--- src/rtl/hwt_pkg.sv ---
// Shared types, codes and constants of the hashing whitespace tokenizer.
package hwt_pkg;

	// field widths
	localparam int unsigned BYTE_W  = 8;
	localparam int unsigned ID_W    = 16;
	localparam int unsigned KIND_W  = 2;
	localparam int unsigned POS_W   = 16;
	localparam int unsigned MOD_W   = 17;
	localparam int unsigned MAXT_W  = 16;
	localparam int unsigned IDX_W   = 2;

	// modulo unit: dividend is at most h*31 + byte with h < 2^16
	localparam int unsigned REM_W   = 21;
	localparam int unsigned K_W     = 4;
	localparam int unsigned DSH_W   = MOD_W + 13;
	// top quotient bit when the running hash may exceed the modulus
	localparam logic [K_W-1:0] K_WIDE   = 4'd12;
	// top quotient bit when the running hash is below the modulus
	localparam logic [K_W-1:0] K_NARROW = 4'd4;

	// hash and modulus limits
	localparam logic [4:0]       HASH_MULT = 5'd31;
	localparam logic [MOD_W-1:0] MOD_MIN   = 17'd256;
	localparam logic [MOD_W-1:0] MOD_MAX   = 17'd65536;

	// register indexes and reset values
	localparam logic [IDX_W-1:0]  REG_VOCAB_SIZE = 2'd0;
	localparam logic [IDX_W-1:0]  REG_MAX_TOKENS = 2'd1;
	localparam logic [MOD_W-1:0]  VOCAB_RESET    = 17'd10000;
	localparam logic [MAXT_W-1:0] MAXT_RESET     = 16'd512;

	// token ids and kinds
	localparam logic [ID_W-1:0]   BEGIN_ID   = 16'd2;
	localparam logic [ID_W-1:0]   END_ID     = 16'd3;
	localparam logic [KIND_W-1:0] KIND_WORD  = 2'd0;
	localparam logic [KIND_W-1:0] KIND_BEGIN = 2'd1;
	localparam logic [KIND_W-1:0] KIND_END   = 2'd2;

	// separators
	localparam logic [BYTE_W-1:0] CH_SPACE = 8'h20;
	localparam logic [BYTE_W-1:0] CH_TAB   = 8'h09;
	localparam logic [BYTE_W-1:0] CH_NL    = 8'h0A;

	typedef struct packed {
		logic [BYTE_W-1:0] text_byte;
		logic              end_of_text;
	} text_word_t;

	typedef struct packed {
		logic [ID_W-1:0]   tok_id;
		logic [KIND_W-1:0] token_kind;
		logic [POS_W-1:0]  position;
		logic              last_of_run;
	} token_word_t;

	// sequencer to modulo unit
	typedef struct packed {
		logic             start;
		logic [REM_W-1:0] dividend;
		logic [K_W-1:0]   k_start;
	} mod_req_t;

	// modulo unit to sequencer
	typedef struct packed {
		logic            done;
		logic [ID_W-1:0] rem;
	} mod_rsp_t;

endpackage

--- src/rtl/hashing_whitespace_tokenizer_top.sv ---
// Top level: byte sequencer, token hold and output register of the tokenizer.
//
//  channel  dir  handshake            word
//  text     in   text_valid/stall     text_word_t (text_byte, end_of_text)
//  token    out  token_valid/stall    token_word_t (id, kind, position, last)
//  cfg      in   cfg_valid/ready      cfg_index, cfg_data (always ready)
//
// A word byte passes accept, setup, 5 steps of the shared modulo unit, its
// done response and a closing state; 13 steps instead of 5 when a modulus
// change left the hash too big. A separator passes accept, setup, flush and
// a closing state, plus one modulo run when a modulus change left the hash
// too big. Each token adds its own emit state. Reset clears control state;
// the modulus starts at 10000. A stalled token output holds back the
// sequencer whenever the held token cannot move on as the output register is full.
module hashing_whitespace_tokenizer_top (
	input  logic                          clk,
	input  logic                          arst_n,
	input  logic                          text_valid,
	output logic                          text_stall,
	input  hwt_pkg::text_word_t           text_word,
	output logic                          token_valid,
	input  logic                          token_stall,
	output hwt_pkg::token_word_t          token_word,
	input  logic                          cfg_valid,
	output logic                          cfg_ready,
	input  logic [hwt_pkg::IDX_W-1:0]     cfg_index,
	input  logic [hwt_pkg::MOD_W-1:0]     cfg_data
);

	typedef enum logic [7:0] {
		S_IDLE  = 8'b0000_0001,
		S_BEGIN = 8'b0000_0010,
		S_BODY  = 8'b0000_0100,
		S_DIV   = 8'b0000_1000,
		S_FLUSH = 8'b0001_0000,
		S_WEMIT = 8'b0010_0000,
		S_END   = 8'b0100_0000,
		S_DONE  = 8'b1000_0000
	} state_t;

	state_t                         state_q;
	logic [hwt_pkg::MOD_W-1:0]      vocab_q;
	logic [hwt_pkg::MAXT_W-1:0]     maxt_q;
	logic                           inside_q;
	logic                           wopen_q;
	logic [hwt_pkg::ID_W-1:0]       hash_q;
	logic [hwt_pkg::POS_W-1:0]      tok_q;
	logic [hwt_pkg::BYTE_W-1:0]     byte_q;
	logic                           last_q;
	logic                           flushing_q;
	logic [hwt_pkg::ID_W-1:0]       wval_q;
	logic                           hold_v_q;
	hwt_pkg::token_word_t           hold_q;
	logic                           out_v_q;
	hwt_pkg::token_word_t           out_q;

	logic [hwt_pkg::MOD_W-1:0]      modulus;
	logic                           hash_big;
	logic                           is_sep;
	logic [hwt_pkg::REM_W-1:0]      hash_ext;
	hwt_pkg::mod_req_t              mreq;
	hwt_pkg::mod_rsp_t              mrsp;
	logic                           emit_act;
	logic                           emit_drop;
	logic                           emit_go;
	logic [hwt_pkg::ID_W-1:0]       emit_id;
	logic [hwt_pkg::KIND_W-1:0]     emit_kind;
	logic                           out_free;
	logic                           push;
	hwt_pkg::token_word_t           push_word;

	assign cfg_ready  = 1'b1;
	assign text_stall = (state_q != S_IDLE);

	// clamped modulus
	always_comb begin
		if (vocab_q < hwt_pkg::MOD_MIN) begin
			modulus = hwt_pkg::MOD_MIN;
		end else if (vocab_q > hwt_pkg::MOD_MAX) begin
			modulus = hwt_pkg::MOD_MAX;
		end else begin
			modulus = vocab_q;
		end
	end

	assign hash_big = {1'b0, hash_q} >= modulus;
	assign is_sep   = (byte_q == hwt_pkg::CH_SPACE) || (byte_q == hwt_pkg::CH_TAB) ||
	                  (byte_q == hwt_pkg::CH_NL);
	assign hash_ext = {{(hwt_pkg::REM_W - hwt_pkg::ID_W){1'b0}}, hash_q};

	// modulo unit requests: hash step from body, reduction from flush
	always_comb begin
		mreq.start    = 1'b0;
		mreq.dividend = hash_ext;
		mreq.k_start  = hwt_pkg::K_WIDE;
		if (state_q == S_BODY && !is_sep) begin
			mreq.start    = 1'b1;
			mreq.dividend = (hash_ext << 5) - hash_ext +
			                {{(hwt_pkg::REM_W - hwt_pkg::BYTE_W){1'b0}}, byte_q};
			mreq.k_start  = hash_big ? hwt_pkg::K_WIDE : hwt_pkg::K_NARROW;
		end else if (state_q == S_FLUSH && wopen_q && hash_big) begin
			mreq.start    = 1'b1;
		end
	end

	hwt_mod_unit u_mod (
		.clk     (clk),
		.arst_n  (arst_n),
		.req     (mreq),
		.modulus (modulus),
		.rsp     (mrsp)
	);

	// token emission
	always_comb begin
		emit_act  = (state_q == S_BEGIN) || (state_q == S_WEMIT) || (state_q == S_END);
		emit_id   = hwt_pkg::BEGIN_ID;
		emit_kind = hwt_pkg::KIND_BEGIN;
		if (state_q == S_WEMIT) begin
			emit_id   = (wval_q == '0) ? {{(hwt_pkg::ID_W-1){1'b0}}, 1'b1} : wval_q;
			emit_kind = hwt_pkg::KIND_WORD;
		end else if (state_q == S_END) begin
			emit_id   = hwt_pkg::END_ID;
			emit_kind = hwt_pkg::KIND_END;
		end
		out_free  = !out_v_q || !token_stall;
		emit_drop = tok_q >= maxt_q;
		emit_go   = emit_drop || !hold_v_q || out_free;
	end

	// held token goes out when a newer one replaces it or the byte ends
	always_comb begin
		push      = 1'b0;
		push_word = hold_q;
		if (emit_act && !emit_drop && hold_v_q && out_free) begin
			push = 1'b1;
		end else if (state_q == S_DONE && hold_v_q && out_free) begin
			push                  = 1'b1;
			push_word.last_of_run = 1'b1;
		end
	end

	// configuration registers
	always_ff @(posedge clk or negedge arst_n) begin
		if (!arst_n) begin
			vocab_q <= hwt_pkg::VOCAB_RESET;
			maxt_q  <= hwt_pkg::MAXT_RESET;
		end else if (cfg_valid && cfg_ready) begin
			unique case (cfg_index)
				hwt_pkg::REG_VOCAB_SIZE: vocab_q <= cfg_data;
				hwt_pkg::REG_MAX_TOKENS: maxt_q  <= cfg_data[hwt_pkg::MAXT_W-1:0];
				default: ;
			endcase
		end
	end

	// byte latch and word value
	always_ff @(posedge clk) begin
		if (state_q == S_IDLE && text_valid) begin
			byte_q <= text_word.text_byte;
			last_q <= text_word.end_of_text;
		end
		if (state_q == S_FLUSH) begin
			wval_q <= hash_q;
		end else if (state_q == S_DIV && mrsp.done) begin
			wval_q <= mrsp.rem;
		end
		if (emit_act && emit_go && !emit_drop) begin
			hold_q.tok_id      <= emit_id;
			hold_q.token_kind  <= emit_kind;
			hold_q.position    <= tok_q;
			hold_q.last_of_run <= 1'b0;
		end
		if (push) begin
			out_q <= push_word;
		end
	end

	// sequencer
	always_ff @(posedge clk or negedge arst_n) begin
		if (!arst_n) begin
			state_q    <= S_IDLE;
			inside_q   <= 1'b0;
			wopen_q    <= 1'b0;
			hash_q     <= '0;
			tok_q      <= '0;
			flushing_q <= 1'b0;
			hold_v_q   <= 1'b0;
			out_v_q    <= 1'b0;
		end else begin
			// output register
			if (push) begin
				out_v_q <= 1'b1;
			end else if (!token_stall) begin
				out_v_q <= 1'b0;
			end
			// the end token clears the count below instead
			if (emit_act && emit_go && !emit_drop) begin
				hold_v_q <= 1'b1;
				if (state_q != S_END) begin
					tok_q <= tok_q + 1'b1;
				end
			end
			unique case (state_q)
				S_IDLE: begin
					if (text_valid) begin
						if (!inside_q) begin
							inside_q <= 1'b1;
							wopen_q  <= 1'b0;
							hash_q   <= '0;
							tok_q    <= '0;
							state_q  <= S_BEGIN;
						end else begin
							state_q  <= S_BODY;
						end
					end
				end
				S_BEGIN: begin
					if (emit_go) begin
						state_q <= S_BODY;
					end
				end
				S_BODY: begin
					if (is_sep) begin
						state_q <= S_FLUSH;
					end else begin
						flushing_q <= 1'b0;
						state_q    <= S_DIV;
					end
				end
				S_DIV: begin
					if (mrsp.done) begin
						if (flushing_q) begin
							state_q <= S_WEMIT;
						end else begin
							hash_q  <= mrsp.rem;
							wopen_q <= 1'b1;
							state_q <= last_q ? S_FLUSH : S_DONE;
						end
					end
				end
				S_FLUSH: begin
					if (wopen_q) begin
						if (hash_big) begin
							flushing_q <= 1'b1;
							state_q    <= S_DIV;
						end else begin
							state_q    <= S_WEMIT;
						end
					end else begin
						state_q <= last_q ? S_END : S_DONE;
					end
				end
				S_WEMIT: begin
					if (emit_go) begin
						wopen_q <= 1'b0;
						hash_q  <= '0;
						state_q <= last_q ? S_END : S_DONE;
					end
				end
				S_END: begin
					if (emit_go) begin
						inside_q <= 1'b0;
						wopen_q  <= 1'b0;
						hash_q   <= '0;
						tok_q    <= '0;
						state_q  <= S_DONE;
					end
				end
				S_DONE: begin
					if (!hold_v_q) begin
						state_q <= S_IDLE;
					end else if (out_free) begin
						hold_v_q <= 1'b0;
						state_q  <= S_IDLE;
					end
				end
				default: state_q <= S_IDLE;
			endcase
		end
	end

	assign token_valid = out_v_q;
	assign token_word  = out_q;

	// modulo unit finishes only while the sequencer waits for it
	a_done_in_div: assert property (@(posedge clk) disable iff (!arst_n)
		mrsp.done |-> state_q == S_DIV)
		else $error("modulo result outside of wait state");

	// reduced value is below the modulus
	a_rem_below_mod: assert property (@(posedge clk) disable iff (!arst_n)
		mrsp.done |-> {1'b0, mrsp.rem} < modulus)
		else $error("modulo result not reduced");

	// no token is left held when a new byte may enter
	a_idle_no_hold: assert property (@(posedge clk) disable iff (!arst_n)
		state_q == S_IDLE |-> !hold_v_q)
		else $error("token held across bytes");

	// a byte is only taken after the previous one has finished
	a_accept_from_done: assert property (@(posedge clk) disable iff (!arst_n)
		(state_q == S_IDLE) && $past(state_q != S_IDLE) |-> $past(state_q == S_DONE))
		else $error("sequencer skipped its closing state");

endmodule

--- src/rtl/hwt_mod_unit.sv ---
// Iterative restoring modulo unit, one compare-subtract per cycle.
module hwt_mod_unit (
	input  logic                        clk,
	input  logic                        arst_n,
	input  hwt_pkg::mod_req_t           req,
	input  logic [hwt_pkg::MOD_W-1:0]   modulus,
	output hwt_pkg::mod_rsp_t           rsp
);

	logic [hwt_pkg::REM_W-1:0] rem_q;
	logic [hwt_pkg::K_W-1:0]   k_q;
	logic                      busy_q;
	logic                      done_q;
	logic [hwt_pkg::DSH_W-1:0] dsh;
	logic                      fits;

	// shifted divisor and trial compare
	always_comb begin
		dsh  = {{(hwt_pkg::DSH_W - hwt_pkg::MOD_W){1'b0}}, modulus} << k_q;
		fits = {{(hwt_pkg::DSH_W - hwt_pkg::REM_W){1'b0}}, rem_q} >= dsh;
	end

	// control
	always_ff @(posedge clk or negedge arst_n) begin
		if (!arst_n) begin
			busy_q <= 1'b0;
			done_q <= 1'b0;
		end else begin
			done_q <= !req.start && busy_q && (k_q == '0);
			if (req.start) begin
				busy_q <= 1'b1;
			end else if (busy_q && k_q == '0) begin
				busy_q <= 1'b0;
			end
		end
	end

	// remainder and step count
	always_ff @(posedge clk) begin
		if (req.start) begin
			rem_q <= req.dividend;
			k_q   <= req.k_start;
		end else if (busy_q) begin
			if (fits) begin
				rem_q <= rem_q - dsh[hwt_pkg::REM_W-1:0];
			end
			if (k_q != '0) begin
				k_q <= k_q - 1'b1;
			end
		end
	end

	assign rsp.done = done_q;
	assign rsp.rem  = rem_q[hwt_pkg::ID_W-1:0];

endmodule
--- config.mk ---
export PLATFORM = sky130hd
export DESIGN_NAME = hashing_whitespace_tokenizer_top
export DESIGN_NICKNAME = d
export VERILOG_FILES = /design/src/rtl/hwt_pkg.sv /design/src/rtl/hashing_whitespace_tokenizer_top.sv /design/src/rtl/hwt_mod_unit.sv
export SDC_FILE = /design/constraint.sdc
export NUM_CORES = 1
export LEC_CHECK = 0
export BUFFER_PORTS_ARGS = -buffer_cell sky130_fd_sc_hd__buf_2
export CAP_MARGIN = 20
export CORE_AREA = 2 2 125 188
export DETAILED_ROUTE_END_ITERATION = 10
export DIE_AREA = 0 0 127 190
export HOLD_SLACK_MARGIN = 0.06
export PLACE_DENSITY = 0.74
export SLEW_MARGIN = 30
export SYNTH_ARGS = -nofsm -noshare
export SYNTH_HDL_FRONTEND = slang
export SYNTH_SLANG_ARGS = --single-unit
--- constraint.sdc ---
create_clock -name clk -period 10.33 [get_ports clk]
set_clock_uncertainty 0.05 [all_clocks]
set_input_delay 1.033 -clock clk [delete_from_list [all_inputs] [get_ports clk]]
set_output_delay 1.033 -clock clk [all_outputs]
set_load 0.05 [all_outputs]
# After elaboration in Yosys (flattened, before gate mapping)
# Index checks and enable logic that the tools add are counted.
[classes] addsub=5 n_mul=0 div_mod_pow=0 n_lt_le_gt_ge=5 n_eq_ne=27 shift=1 muxes=67 bitwise_logic=0 n_reduce_logical=49
[op_table] op="16-bit 2-to-1 mux" count=14
[op_table] op="8-bit 2-to-1 mux" count=11
[op_table] op="8-bit one-hot mux with 8 select lines" count=1
[op_table] op="21-bit 2-to-1 mux" count=3
[op_table] op="16-bit one-hot mux with 3 select lines" count=1
[op_table] op="17-bit 2-to-1 mux" count=2
[op_table] op="16-bit one-hot mux with 2 select lines" count=1
[op_table] op="21-bit by 30-bit greater-or-equal comparator with 1-bit output" count=1
[op_table] op="17-bit by 4-bit << shifter with 30-bit output" count=1
[op_table] op="25-bit 2-to-1 mux" count=1
[op_table] op="8-bit by 4-bit == test with 1-bit output (second input constant)" count=3
[op_table] op="1-bit 2-to-1 mux" count=22
[op_table] op="21-bit by 8-bit adder with 21-bit output" count=1
[op_table] op="21-bit by 16-bit subtractor with 21-bit output" count=1
[op_table] op="21-bit subtractor" count=1
[op_table] op="2-bit inequality test (second input constant)" count=9
[op_table] op="16-bit by 17-bit greater-or-equal comparator with 1-bit output" count=1
[op_table] op="17-bit greater-than comparator (second input constant)" count=1
[op_table] op="17-bit by 9-bit < comparator with 1-bit output (second input constant)" count=1
[op_table] op="16-bit by 1-bit adder with 16-bit output (second input constant)" count=1
[op_table] op="8-bit by 6-bit == test with 1-bit output (second input constant)" count=2
[op_table] op="16-bit greater-or-equal comparator" count=1
[op_table] op="16-bit logical NOT" count=1
[op_table] op="4-bit 2-to-1 mux" count=4
[op_table] op="other kinds (31)" count=69
[word_totals] register_bits=199 latchBits=0 ram_bits=0 romBits=0 inputBits=33 out_inout_bits=38 elab_cells=178 memories=0

# Depth between registers and ports, before layout
[depth] word_depth=10 ltp_mapped=17 mapped_depth_nobuf=15

# Modules after synthesis
# A second synthesis with hierarchy kept.
[unflattened] hier_cells=1190 area_unflattened_um2=12398.1
[by_module_without_submodules] mod="hashing_whitespace_tokenizer_top" instances=1 cells_per_inst=800 area_per_inst_um2=9058.7
[by_module_without_submodules] mod="hwt_mod_unit" instances=1 cells_per_inst=390 area_per_inst_um2=3339.5

# Worst setup path after synthesis
# Ideal clock, no wire load.
[synth_timing] path_type="register to register" from="reg vocab_q[15] (netlist bit)" to="reg u_mod.rem_q[0] (netlist bit), enable pin" setup_ns=0.432 t_arrival_ns=5.608 required_ns=9.848 path_slack_ns=4.241 path_stages_with_launch=18 n_path_buf=2 synth_period_minus_slack_ns=6.089 path_cell_list="dfrtp_1 -> nor4_4 -> nand4_1 -> o21bai_1 -> clkbuf_1 -> o2bb2ai_1 -> a22oi_1 -> nor2_1 -> a31oi_1 -> ha_1 -> clkbuf_1 -> a211oi_1 -> and2_1 -> a22o_1 -> or3_1 -> a31oi_1 -> a211oi_1 -> o31ai_1"
[synth_between] elab_chain_len=9 word_cells_on_any_way=13
[synth_lines] item="from (decl)" line_no="hashing_whitespace_tokenizer_top.sv:42" source="logic [hwt_pkg::MOD_W-1:0] vocab_q;"
[synth_lines] item="from (signal assigned)" line_no="hashing_whitespace_tokenizer_top.sv:146" source="vocab_q <= hwt_pkg::VOCAB_RESET;"
[synth_lines] item="from (signal assigned)" line_no="hashing_whitespace_tokenizer_top.sv:150" source="hwt_pkg::REG_VOCAB_SIZE: vocab_q <= cfg_data;"
[synth_lines] item="17-bit greater-than comparator" line_no="hashing_whitespace_tokenizer_top.sv:79" source="end else if (vocab_q > hwt_pkg::MOD_MAX) begin"
[synth_lines] item="17-bit 2-to-1 mux" line_no="hashing_whitespace_tokenizer_top.sv:79"
[synth_lines] item="17-bit 2-to-1 mux (*)" line_no="hashing_whitespace_tokenizer_top.sv:77" source="if (vocab_q < hwt_pkg::MOD_MIN) begin"
[synth_lines] item="parallel branches: the longest is 5 deep, another holds 21-bit by 30-bit greater-or-equal comparator with 1-bit output"
[synth_lines] item="2-bit AND reduction (no source line) (*)"
[synth_lines] item="to (signal assigned)" line_no="hwt_mod_unit.sv:41" source="rem_q <= req.dividend;"
[synth_lines] item="to (signal assigned)" line_no="hwt_mod_unit.sv:45" source="rem_q <= rem_q - dsh[hwt_pkg::REM_W-1:0];"
[synth_lines] item="to (decl)" line_no="hwt_mod_unit.sv:10" source="logic [hwt_pkg::REM_W-1:0] rem_q;"
# Every way passes the cells marked *.
# A chain may end at the register's enable or synchronous reset.

# Final worst setup path
[layout_timing] from="reg vocab_q[15] (netlist bit)" to="reg u_mod.rem_q[11] (netlist bit), enable pin"
# The elaborated chain is that of the path after synthesis.

==> results.md <==
* Status: finished, final reports clean
* Worst slack, placed at between 3000 and 4000 ps
* Number of vias per cell at 6.31
* Count leader, synth: edfxtp_1
* Hpwl dp at between 20 and 30 mm
* Vias post-DR at ~9700
* Yosys reg bits at 199
* Num Clock Sinks at approximately 200
* Seq/Total Area, Yosys at 0.456
* H-tree depth at 4
* Hold WC Path Type: reg -> reg
* Die area at between 20000 and 25000 µm²
* DRT Pass-1 Iters at 5
* CP Max Fanout at 17
* Total Wirelength at 34.4 mm
* Worst setup SP type: flop
* Number of core rows at between 60 and 70
* Leakage at 5.47 nW
* First-pass GRT wire length at 52.8 mm
* Slew margin rel. at 0.429
* Post-CTS Hold Buffers at 0
* Req. time, crit path at 10450 ps
* IO Port Bufs at 69
* R2r setup slk at roughly 4500 ps
* Drt initial violations at 779
* Fmax at 170 MHz
* Number of synthesized flops with an enable pin at 119
* Root buffer cell: clkbuf_16
* DRC Markers at 0
* R2r startpoint: vocab_q[15]
* Layout net count at 1360
* Maximum Capacitance Violations at 0
* Clk slew on worst S/H paths at ~80 ps
* Cts repair resizes at 0
* Setup ws final at between 4000 and 5000 ps
* Final Hold Vio Count at 0
* Die Y at ~190 µm
* CTS tree: built
* Setup Buffers After CTS at 0
* Largest area contributor in the netlist: edfxtp_1
* Power density cells at approximately 370 nW/µm²
* Commonest cells in the synthesized netlist: edfxtp_1 (119), nand2_1 (109), o21ai_0 (87), ha_1 (82), dfrtp_1 (73)
* Clock Latency Late Sink at ~450 ps
* Crit. End Element: flop
* Worst Path Arrival at 5990 ps
* Hold path startpoint: hold_q[17]
* Top cells by area, synth: edfxtp_1 (29%), dfrtp_1 (15%), ha_1 (8.4%)
* Hold Path Stages at 0
* Synth async-reset ratio at 0.402
* Setup TNS at 0 ps
* Layout cells sized above 1 at 0.155
* Final ANT Viol Nets at 0
* Boundary Pins at just over 70
* Synth Cell Area at roughly 12000 µm²
* Worst Hold Path EP: token_word[17]
* Mapped Cells at between 1000 and 1500
* Post-synth top flop: edfxtp_1
* Terminus of the critical flop-to-flop path: u_mod.rem_q[11]
* Vias in the first global route at 9380
* Worst Reg-to-Reg Cells at 16
* Min cycle time layout at a little under 6000 ps
* Total track usage at 0.288
* Routed WL per cell at approximately 22 µm
* Yosys warnings at 0
* VDD IR max at between 0.0002 and 0.00025 V
* Chip width at approximately 130 µm
* TritonCTS Buffers at 17
* Initial Util at 0.541
* Setup Crit Path Kind: reg -> reg
* Layout area overhead at 10.5%
* Syn_nets at between 1000 and 1500
* N_diodes at 0
* Slew Viols, Final at 0
* Routability cong. at around 0.96
* Mapped Avg Cell Area at ~10 µm²
* Number of setup violations in the final report at 0
* Share of the synthesized area in the top cell type at 0.292
* Pin count of the biggest net entering global routing at a little over 50
* Unrepaired setup endpoints after global routing: no
* Grt ovf at 0
* Core area at roughly 23000 µm²
* Clock Tree Buf Depth at 2
* Yosys cell types at slightly below 80
* Initial antenna violation count at 0
* Period utilization at 0.568
* Slew @ Worst Pin at 856 ps
cells by family after synthesis:
group	after synthesis	synth area share
xor gates and xnor gates	36	0.0257
muxes	90	0.0827
and+or+nand+nor	346	0.143
AOI/OAI and AO/OA	308	0.162
other	1	0.000306
DFF	199	0.456
buffers and inverters	117	0.0382
adders and majority gates	88	0.0927
how the worst max path moves through the flow:
stage                startpoint  depth (start not counted)              end
global placement    vocab_q[15]                         15  u_mod.rem_q[14]
floorplan           vocab_q[15]                         17   u_mod.rem_q[0]
global route        vocab_q[15]                         16   u_mod.rem_q[9]
finish              vocab_q[15]                         16  u_mod.rem_q[11]
CTS                 vocab_q[15]                         15  u_mod.rem_q[15]
detailed placement  vocab_q[15]                         15  u_mod.rem_q[13]
layer usage:
layer | global-route usage | share of wire | wire length (µm) | up-vias
met4 | 0.203 | 0.079 | 2730 | 0
met3 | 0.0422 | 0.043 | 1490 | 112
met5 | 0 | 0 | 0 | -
met1 | 0.310 | 0.37 | 12600 | 4679
met2 | 0.513 | 0.51 | 17500 | 346
li1 | - | - | - | 4531
metrics by stage:
step                      power [mW]  cells  hold slack (ps)  area [µm²]   util
after detailed placement        4.32   1499              355       12900  0.570
after global placement          4.27   1498              350       12900  0.568
final                           5.07   1533              370       13500  0.598
after CTS                       5.01   1531              371       13500  0.597
after floorplan                 3.43   1185              350       12300      -
after global routing            5.35   1533              377       13500  0.598
placed cells by master, fill, tap and decap left out, types with 7 or more instances in the layout:
master,count
xnor2_1,23
nor2_1,61
nor4_1,22
xor2_1,13
a21oi_1,61
nor2b_1,9
nand4_1,11
o211ai_1,14
edfxtp_1,119
nand2b_1,9
dfstp_2,7
nand3_1,32
mux2i_1,45
dfrtp_1,73
nor3_1,15
a22oi_1,19
ha_1,82
a31oi_1,15
buf_4,11
nand2_1,109
a211oi_1,12
and2_1,21
o22ai_1,8
clkbuf_16,17
buf_2,68
and3_1,12
inv_1,69
a21o_1,26
mux2_2,40
o21ai_0,86
worst max-delay path, cell delays in order (launching register included):
cell	delay (ps)
dfrtp_1	480
nor4_4	500
nand4_1	360
o21bai_2	600
nand2_1	170
mux4_2	540
mux2i_1	220
nand2_1	90
ha_1	400
nand3_1	120
o21bai_1	200
and4_1	230
or3_1	410
a31oi_1	240
a211oi_1	160
o31ai_4	560
buf_8	230
flip-flops by register name (all words and copies together) (netlist names), 4 cells and up:
name and flops:
tok_q 16, vocab_q 17, byte_q 8, wval_q 16
u_mod.k_q 4, u_mod.rem_q 21, maxt_q 16, token_word 35
hold_q 34, hash_q 16, state_q 8
where the power goes:
part	switching [mW]	internal, mW
clock	0.336	0.348
combinational	1.86	1.23
sequential	0.225	1.08
final cells by class:
type	count	area [µm²]
clock buffers	17	425
flip-flops and latches	199	5580
clock inverters	15	170
well taps	280	350
inverters	71	267
repair buffers	82	477
fillers	1863	9090
multi-input cells	869	6270
Power figures use the tool's default switching activity.
